**src/rtl/stok_pkg.sv**
```systemverilog
package stok_pkg;

  localparam int MaxTokenLen = 1024;
  // Token length counter only ever holds up to MaxTokenLen-1
  localparam int TokLenW     = $clog2(MaxTokenLen);
  localparam int LineW       = 16;
  localparam int MaxResults  = 4;
  localparam int ResIdxW     = $clog2(MaxResults);
  localparam int ResCntW     = $clog2(MaxResults + 1);

  localparam logic [7:0] CharNl     = 8'h0A;
  localparam logic [7:0] CharSpace  = 8'h20;
  localparam logic [7:0] CharQuote  = 8'h22;
  localparam logic [7:0] CharHash   = 8'h23;
  localparam logic [7:0] CharStar   = 8'h2A;
  localparam logic [7:0] CharSlash  = 8'h2F;
  localparam logic [7:0] CharSemi   = 8'h3B;
  localparam logic [7:0] CharLBrace = 8'h7B;
  localparam logic [7:0] CharRBrace = 8'h7D;

  typedef enum logic [2:0] {
    ModeSkip,
    ModeToken,
    ModeQuoted,
    ModeLineCmt,
    ModeBlock,
    ModeStar,
    ModeSlash
  } mode_e;

  typedef enum logic [1:0] {
    KindByte,
    KindEnd,
    KindBreak,
    KindEoi
  } kind_e;

  typedef struct packed {
    logic [7:0] data_byte;
    logic       end_of_input;
  } in_word_t;

  typedef struct packed {
    logic [1:0]       result_kind;
    logic [7:0]       token_byte;
    logic             was_quoted;
    logic             too_long;
    logic [LineW-1:0] line_number;
    logic             run_last;
  } out_word_t;

endpackage

```
**src/rtl/script_tokenizer.sv**
```systemverilog
// Script text tokenizer.
// Input channel: one word per text byte (data_byte), or a word with
// end_of_input set that flushes any pending token and ends the text.
// Output channel: a stream of result words (token byte, end of token,
// line break, end of input); run_last marks the final word that an input
// word caused. An input word may cause nothing, or up to four words.
// An accepted input word is held in the input register, decoded into the
// result buffer once the buffer is free, and offered from the buffer.
// Throughput: one input word per cycle while each causes at most one
// result and the output does not stall; a word with several results holds
// the four-entry result buffer until all of its results are taken. The
// input register and the result buffer are separate, so one input word is
// taken while results wait. A stalled output holds its word; the input
// stalls once the input register is full and the buffer cannot drain.
// Reset clears the scan mode, the token length, the overflow flag, the
// line count and marks both buffers empty. End of input returns the scan state and
// the line count to their reset values.
module script_tokenizer (
  input  logic                clk_i,
  input  logic                rst_ni,
  input  logic                in_valid_i,
  output logic                in_stall_o,
  input  stok_pkg::in_word_t  in_word_i,
  output logic                out_valid_o,
  input  logic                out_stall_i,
  output stok_pkg::out_word_t out_word_o
);
  import stok_pkg::*;

  localparam logic [TokLenW-1:0] LenLimit = TokLenW'(MaxTokenLen - 1);

  logic             in_full_q;
  in_word_t         in_q;
  mode_e            mode_q, mode_d;
  logic [TokLenW-1:0] len_q, len_d;
  logic             ovf_q, ovf_d;
  logic [LineW-1:0] line_q, line_d;

  out_word_t        res_q [MaxResults];
  out_word_t        res_d [MaxResults];
  logic [ResCntW-1:0] cnt_q, cnt_d;
  logic [ResIdxW-1:0] idx_q;

  logic in_take, process, out_take, last_take, buf_free;

  assign out_valid_o = (cnt_q != '0);
  assign out_take    = out_valid_o && !out_stall_i;
  assign last_take   = out_take && (ResCntW'(idx_q) + 1'b1 == cnt_q);
  assign buf_free    = !out_valid_o || last_take;
  assign process     = in_full_q && buf_free;
  assign in_stall_o  = in_full_q && !process;
  assign in_take     = in_valid_i && !in_stall_o;

  always_comb begin
    out_word_o          = res_q[idx_q];
    out_word_o.run_last = (ResCntW'(idx_q) + 1'b1 == cnt_q);
  end

  // Decode of one input word: results are pushed in order into res_d
  always_comb begin
    logic [7:0] b;
    logic       tok, skip;
    b      = in_q.data_byte;
    tok    = 1'b0;
    skip   = 1'b0;
    mode_d = mode_q;
    len_d  = len_q;
    ovf_d  = ovf_q;
    line_d = line_q;
    cnt_d  = '0;
    for (int i = 0; i < MaxResults; i++) begin
      res_d[i] = '0;
    end

    if (in_q.end_of_input) begin
      unique case (mode_q)
        ModeToken, ModeQuoted: begin
          res_d[cnt_d[ResIdxW-1:0]] = '{result_kind: KindEnd, token_byte: 8'h00,
            was_quoted: (mode_q == ModeQuoted), too_long: ovf_d,
            line_number: line_d, run_last: 1'b0};
          cnt_d = cnt_d + 1'b1;
        end
        ModeSlash: begin
          // held slash becomes a one-byte token; the limit is at least one
          res_d[cnt_d[ResIdxW-1:0]] = '{result_kind: KindByte, token_byte: CharSlash,
            was_quoted: 1'b0, too_long: 1'b0, line_number: line_d, run_last: 1'b0};
          cnt_d = cnt_d + 1'b1;
          res_d[cnt_d[ResIdxW-1:0]] = '{result_kind: KindEnd, token_byte: 8'h00,
            was_quoted: 1'b0, too_long: 1'b0, line_number: line_d, run_last: 1'b0};
          cnt_d = cnt_d + 1'b1;
        end
        default: begin
        end
      endcase
      res_d[cnt_d[ResIdxW-1:0]] = '{result_kind: KindEoi, token_byte: 8'h00,
        was_quoted: 1'b0, too_long: 1'b0, line_number: line_d, run_last: 1'b0};
      cnt_d  = cnt_d + 1'b1;
      mode_d = ModeSkip;
      len_d  = '0;
      ovf_d  = 1'b0;
      line_d = '0;
    end else begin
      unique case (mode_q)
        ModeToken: tok = 1'b1;
        ModeQuoted: begin
          if (b == CharQuote) begin
            res_d[cnt_d[ResIdxW-1:0]] = '{result_kind: KindEnd, token_byte: 8'h00,
              was_quoted: 1'b1, too_long: ovf_d, line_number: line_d, run_last: 1'b0};
            cnt_d  = cnt_d + 1'b1;
            mode_d = ModeSkip;
            len_d  = '0;
            ovf_d  = 1'b0;
          end else begin
            if (b == CharNl && line_d != '1) line_d = line_d + 1'b1;
            if (len_d < LenLimit) begin
              res_d[cnt_d[ResIdxW-1:0]] = '{result_kind: KindByte, token_byte: b,
                was_quoted: 1'b0, too_long: 1'b0, line_number: line_d, run_last: 1'b0};
              cnt_d = cnt_d + 1'b1;
              len_d = len_d + 1'b1;
            end else begin
              ovf_d = 1'b1;
            end
          end
        end
        ModeLineCmt: begin
          if (b == CharNl) begin
            if (line_d != '1) line_d = line_d + 1'b1;
            res_d[cnt_d[ResIdxW-1:0]] = '{result_kind: KindBreak, token_byte: 8'h00,
              was_quoted: 1'b0, too_long: 1'b0, line_number: line_d, run_last: 1'b0};
            cnt_d  = cnt_d + 1'b1;
            mode_d = ModeSkip;
          end
        end
        ModeBlock: begin
          if (b == CharStar) begin
            mode_d = ModeStar;
          end else if (b == CharNl && line_d != '1) begin
            line_d = line_d + 1'b1;
          end
        end
        ModeStar: begin
          if (b == CharSlash) begin
            mode_d = ModeSkip;
          end else if (b != CharStar) begin
            if (b == CharNl && line_d != '1) line_d = line_d + 1'b1;
            mode_d = ModeBlock;
          end
        end
        ModeSlash: begin
          if (b == CharSlash) begin
            mode_d = ModeLineCmt;
          end else if (b == CharStar) begin
            mode_d = ModeBlock;
          end else begin
            // held slash opens a regular token, then b continues or ends that token
            res_d[cnt_d[ResIdxW-1:0]] = '{result_kind: KindByte, token_byte: CharSlash,
              was_quoted: 1'b0, too_long: 1'b0, line_number: line_d, run_last: 1'b0};
            cnt_d  = cnt_d + 1'b1;
            len_d  = TokLenW'(1);
            ovf_d  = 1'b0;
            mode_d = ModeToken;
            tok    = 1'b1;
          end
        end
        default: begin
          mode_d = ModeSkip;
          skip   = 1'b1;
        end
      endcase

      if (tok) begin
        if (b <= CharSpace || b == CharSemi || b == CharLBrace || b == CharRBrace) begin
          res_d[cnt_d[ResIdxW-1:0]] = '{result_kind: KindEnd, token_byte: 8'h00,
            was_quoted: 1'b0, too_long: ovf_d, line_number: line_d, run_last: 1'b0};
          cnt_d  = cnt_d + 1'b1;
          mode_d = ModeSkip;
          len_d  = '0;
          ovf_d  = 1'b0;
          skip   = 1'b1;
        end else if (len_d < LenLimit) begin
          res_d[cnt_d[ResIdxW-1:0]] = '{result_kind: KindByte, token_byte: b,
            was_quoted: 1'b0, too_long: 1'b0, line_number: line_d, run_last: 1'b0};
          cnt_d = cnt_d + 1'b1;
          len_d = len_d + 1'b1;
        end else begin
          ovf_d = 1'b1;
        end
      end

      if (skip) begin
        priority if (b == CharNl) begin
          if (line_d != '1) line_d = line_d + 1'b1;
          res_d[cnt_d[ResIdxW-1:0]] = '{result_kind: KindBreak, token_byte: 8'h00,
            was_quoted: 1'b0, too_long: 1'b0, line_number: line_d, run_last: 1'b0};
          cnt_d = cnt_d + 1'b1;
        end else if (b == CharSemi) begin
          res_d[cnt_d[ResIdxW-1:0]] = '{result_kind: KindBreak, token_byte: 8'h00,
            was_quoted: 1'b0, too_long: 1'b0, line_number: line_d, run_last: 1'b0};
          cnt_d = cnt_d + 1'b1;
        end else if (b <= CharSpace) begin
          mode_d = mode_d;
        end else if (b == CharHash) begin
          mode_d = ModeLineCmt;
        end else if (b == CharSlash) begin
          mode_d = ModeSlash;
        end else if (b == CharQuote) begin
          mode_d = ModeQuoted;
          len_d  = '0;
          ovf_d  = 1'b0;
        end else if (b == CharLBrace || b == CharRBrace) begin
          res_d[cnt_d[ResIdxW-1:0]] = '{result_kind: KindByte, token_byte: b,
            was_quoted: 1'b0, too_long: 1'b0, line_number: line_d, run_last: 1'b0};
          cnt_d = cnt_d + 1'b1;
          res_d[cnt_d[ResIdxW-1:0]] = '{result_kind: KindEnd, token_byte: 8'h00,
            was_quoted: 1'b0, too_long: 1'b0, line_number: line_d, run_last: 1'b0};
          cnt_d = cnt_d + 1'b1;
        end else begin
          // start of a regular token; first byte always fits
          res_d[cnt_d[ResIdxW-1:0]] = '{result_kind: KindByte, token_byte: b,
            was_quoted: 1'b0, too_long: 1'b0, line_number: line_d, run_last: 1'b0};
          cnt_d  = cnt_d + 1'b1;
          mode_d = ModeToken;
          len_d  = TokLenW'(1);
          ovf_d  = 1'b0;
        end
      end
    end
  end

  always_ff @(posedge clk_i or negedge rst_ni) begin
    if (!rst_ni) begin
      in_full_q <= 1'b0;
      mode_q    <= ModeSkip;
      len_q     <= '0;
      ovf_q     <= 1'b0;
      line_q    <= '0;
      cnt_q     <= '0;
      idx_q     <= '0;
    end else begin
      if (in_take) begin
        in_full_q <= 1'b1;
      end else if (process) begin
        in_full_q <= 1'b0;
      end
      if (process) begin
        mode_q <= mode_d;
        len_q  <= len_d;
        ovf_q  <= ovf_d;
        line_q <= line_d;
        cnt_q  <= cnt_d;
        idx_q  <= '0;
      end else if (last_take) begin
        cnt_q <= '0;
      end else if (out_take) begin
        idx_q <= idx_q + 1'b1;
      end
    end
  end

  always_ff @(posedge clk_i) begin
    if (in_take) begin
      in_q <= in_word_i;
    end
    if (process) begin
      for (int i = 0; i < MaxResults; i++) begin
        res_q[i] <= res_d[i];
      end
    end
  end

endmodule
```
**config.mk**
```make
export PLATFORM = sky130hd
export DESIGN_NAME = script_tokenizer
export DESIGN_NICKNAME = d
export VERILOG_FILES = /design/src/rtl/stok_pkg.sv /design/src/rtl/script_tokenizer.sv
export SDC_FILE = /design/constraint.sdc
export NUM_CORES = 1
export LEC_CHECK = 0
export BUFFER_PORTS_ARGS = -buffer_cell sky130_fd_sc_hd__buf_4
export CAP_MARGIN = 15
export CORE_MARGIN = 1
export CORE_UTILIZATION = 60
export CTS_CLUSTER_SIZE = 20
export DETAILED_ROUTE_END_ITERATION = 12
export PLACE_DENSITY = 0.78
export REMOVE_ABC_BUFFERS = 1
export SLEW_MARGIN = 20
export SYNTH_ARGS = -nofsm -noshare
export SYNTH_HDL_FRONTEND = slang
export SYNTH_SLANG_ARGS = --single-unit
```
**constraint.sdc**
```tcl
create_clock -name clk_i -period 8.6 [get_ports clk_i]
set_clock_uncertainty 0.05 [all_clocks]
set_input_delay 0 -clock clk_i [delete_from_list [all_inputs] [get_ports clk_i]]
set_output_delay 0 -clock clk_i [all_outputs]
set_load 0.05 [all_outputs]
```
==> metrics.md <==
| Metric | Value |
|---|---|
| Vias per cell | `about 7.5` |
| Total Power | `between 4 and 5 mW` |
| IO Port Bufs | `43` |
| Pre-antenna DRT Iters | `8` |
| # fillers | `1497` |
| Mapped Area | `approximately 0.012 mm²` |
| Period utilization | `87.61%` |
| Clk root buf | `clkbuf_16` |
| Core area | `between 0.015 and 0.02 mm²` |
| Synth Flop Type | `edfxtp_1` |
| R2r endpoint | `res_q[0][10]` |
| Htree depth | `4` |
| First-pass GRT wire length | `around 63000 µm` |
| Outcome | `finished, final reports clean` |
| Crit path capture | `res_q[0][10]` |
| Hpwl dp | `approximately 30000 µm` |
| Placed insts | `1455` |
| Yosys Warn Count | `0` |
| Metal1 wirelength | `between 15000 and 20000 µm` |
| Worst setup path startpoint | `mode_q[1]` |
| Cell row count | `50` |
| Tightest Hold Check Type | `in -> async` |
| R2R setup slack | `approximately 1.1 ns` |
| Reg2Reg Depth | `19` |
| Diodes inserted | `0` |
| Drt wl/cell | `~28 µm` |
| Routed vias | `between 10000 and 15000` |
| Largest net degree at the start of global routing | `74` |
| All-Layer GR Usage | `42.78%` |
| Kind of critical path | `reg -> reg` |
| Vias in the first global route | `about 10000` |
| Post-synth ARST share | `a little under a quarter` |
| CTS tree | `built` |
| Grt total ovfl | `0` |
| Post-CTS setup buffers | `0` |
| Post-detailed-routing wire length | `between 40000 and 50000 µm` |
| Uppermost routed layer | `met5` |
| Slew of the pin with the lowest slew margin | `around 1.1 ns` |
| Critical path arrival | `between 7 and 8 ns` |
| Total Neg Setup Slack | `0 ns` |
| Reg clk slew, reported paths | `about 0.070 ns` |
| Post_cts resized | `0` |
| Die Wd | `approximately 140 µm` |
| Initial antenna violation count | `2` |
| Final Slew Violations | `0` |
| CP required | `between 8 and 9 ns` |
| Layout cells sized above 1 | `13.91%` |
| Leak | `between 4 and 5 nW` |
| Rel. slew slack | `between 20 and 30%` |
| Area Growth Syn to Fin | `9.682%` |
| Routed length on met2 | `17510 µm` |
| Die footprint | `between 0.015 and 0.02 mm²` |
| MaxCap Viol Count | `0` |
| CP startpoint kind | `flip-flop` |
| Placer Congestion | `1.033` |
| Mapped Cells | `1247` |
| Initial detailed-routing violation count | `roughly 2000` |
| Multi-input logic area | `about 0.0066 mm²` |
| Avg Inst Size Synth | `slightly above 9 µm²` |
| Die Y | `~140 µm` |
| I/O pins | `44` |
| Worst vdd ir | `around 0.00037 V` |
| Worst setup margin | `between 1 and 1.5 ns` |
| Dpl ws | `between 1 and 1.5 ns` |
| DRC | `0` |
| Yosys cell types | `98` |
| ANT nets after route | `0` |
| Power per standard cell area | `roughly 330 mW/mm²` |
| Final hold vios | `0` |
| Metal3 WL | `5981 µm` |
| RSZ-0062 raised after global routing | `false` |
| Num CTS Buffers | `17` |
| Fin cells | `approximately 1500` |
| Worst-Skew Late Latency | `about 0.44 ns` |
| Setup crit end kind | `flip-flop` |
| F_max | `approximately 130 MHz` |
| Starting Density | `between 60% and 70%` |
| Nets | `roughly 1300` |
| # clock sinks | `between 150 and 200` |
| Number of synthesized flops with an enable pin | `approximately 120` |
| Sequential-to-total area share from yosys stat | `between 30% and 40%` |
| FF/Latch Area | `roughly 0.0044 mm²` |
| Clk buf depth | `2` |
| Post-synthesis register bit count | `between 150 and 200` |
| Min Tclk post-route | `roughly 7.5 ns` |
| Worst r2r src | `mode_q[1]` |
| Finish-stage setup viols | `0` |
| Worst Path Max Fanout | `21` |
## power breakdown
group / total, mW / switching (mW) / internal (mW)
sequential: 1.39 / 0.176 / 1.21
combinational: 2.06 / 1.47 / 0.595
clock: 0.736 / 0.354 / 0.382
## kinds of logic after synthesis
logic type,share of synthesized area [%]
other,0.03261
and+or+nand+nor,21.41
muxes,7.039
AOI/OAI and AO/OA,23.84
adders and majority gates,1.414
DFF,38.12
buffers and inverters,4.352
xor gates and xnor gates,3.797
## flip-flops by register name (all words and copies together), names as in the netlist
register   count
cnt_q          3
idx_q          2
in_full_q      1
in_q           9
len_q         10
line_q        16
mode_q         3
ovf_q          1
res_q        107
## per-stage QoR
step | hold WS (ns) | instance area [µm²] | utilization (%)
after floorplan | -0.3456 | 11080 | -
after global placement | -0.01862 | 11930 | 63.57
after detailed placement | -0.003426 | 11930 | 63.57
after CTS | 0.08519 | 12610 | 67.21
after global routing | 0.09467 | 12610 | 67.21
final | 0.04798 | 12610 | 67.21
## worst min path at each step
stage | to | slack (ns) | cells past startpoint
2_1_floorplan | cnt_q[0] | -0.35 | 0
3_3_place_gp | in_full_q | -0.02 | 1
3_5_place_dp | in_full_q | -0.003 | 1
4_1_cts | line_q[4] | 0.09 | 2
5_1_grt | in_full_q | 0.09 | 2
6_report | in_full_q | 0.05 | 2
## routing by layer
| layer | global-route usage, % | up-vias |
|---|---|---|
| met4 | 14.65 | 2 |
| met2 | 61.18 | 940 |
| li1 | - | 4838 |
| met5 | 0 | - |
| met1 | 61.36 | 5298 |
| met3 | 13.13 | 160 |
## cells in the mapped netlist (5+ instances only)
cell type,number,share of area (%)
nand2_1,137,4.5
edfxtp_1,116,30
nor2_1,96,3.1
a21oi_1,81,3.5
o21ai_0,80,3.5
clkbuf_1,69,2.3
nand3_1,45,2.0
dfrtp_1,36,7.8
and2_1,33,1.8
nor3_1,31,1.3
xnor2_1,30,2.3
mux4_2,26,5.1
a31oi_1,24,1.3
and3_1,24,1.3
inv_1,20,0.65
mux2i_1,19,1.7
o22ai_1,18,0.98
xor2_1,18,1.4
nand4_1,17,0.92
a211oi_1,16,1.0
a22o_1,16,1.2
buf_2,16,0.70
o31ai_1,15,0.98
ha_1,13,1.4
o211ai_1,12,0.78
or3_1,11,0.60
nor4_1,10,0.54
o21a_1,10,0.65
a32o_1,8,0.70
nor2b_1,8,0.44
a221oi_1,7,0.53
a22oi_1,7,0.46
a41oi_1,7,0.53
nor3b_1,7,0.46
a21o_1,6,0.39
a221o_1,6,0.52
a32oi_1,6,0.46
buf_1,6,0.20
o21ai_1,6,0.26
o221ai_1,6,0.46
buf_4,5,0.33
nand2b_1,5,0.27
o41ai_1,5,0.38
## final cells by class
type,instances,share of cell area (%)
Clock buffer,18,3.402
Timing Repair Buffer,84,5.237
Inverter,21,0.6447
Sequential cell,152,34.76
Tap cell,234,2.321
Clock inverter,14,1.061
Multi-Input combinational cell,976,52.57
## critical path, stage by stage (launching register included)
cell	delay (ns)
dfrtp_1	0.77
or3b_1	0.50
a31oi_1	0.40
buf_4	0.25
a21oi_1	0.11
o22ai_1	0.26
ha_1	0.21
nor3b_1	0.37
nand4bb_1	0.35
or2_1	0.46
ha_1	0.34
nand2_1	0.06
a21oi_1	0.07
nor3_1	0.80
ha_1	0.69
o21ai_1	0.33
nor2_1	0.60
o21ai_0	0.33
a311oi_1	0.30
a221o_1	0.15
## layout by cell type, fill, tap and decap left out, types with 8 or more instances in the layout
| cell | synthesis | routed |
|---|---|---|
| buf_4 | 5 | 72 |
| o211ai_1 | 12 | 12 |
| dfrtp_1 | 36 | 35 |
| xor2_1 | 18 | 18 |
| inv_1 | 20 | 19 |
| a211oi_1 | 16 | 16 |
| nor2b_1 | 8 | 8 |
| a21oi_1 | 81 | 81 |
| o22ai_1 | 18 | 18 |
| a22o_1 | 16 | 16 |
| a32o_1 | 8 | 8 |
| clkbuf_16 | 0 | 17 |
| nor2_1 | 96 | 95 |
| a31oi_1 | 24 | 24 |
| edfxtp_1 | 116 | 116 |
| nor4_1 | 10 | 10 |
| mux2i_1 | 19 | 19 |
| mux4_2 | 26 | 26 |
| o21a_1 | 10 | 10 |
| and2_1 | 33 | 33 |
| o31ai_1 | 15 | 15 |
| nor3_1 | 31 | 30 |
| ha_1 | 13 | 13 |
| dlygate4sd3_1 | 0 | 12 |
| o21ai_0 | 80 | 80 |
| nand3_1 | 45 | 45 |
| nand2_1 | 137 | 137 |
| and3_1 | 24 | 24 |
| xnor2_1 | 30 | 30 |
| or3_1 | 11 | 11 |
| nand4_1 | 17 | 17 |
## what timing repair did
item	in CTS	in global routing
hold buffers	12	0
endpoints found under the hold margin	51	0
endpoints found under the setup margin	0	0
Note: power is estimated with default switching activity, not from simulation.
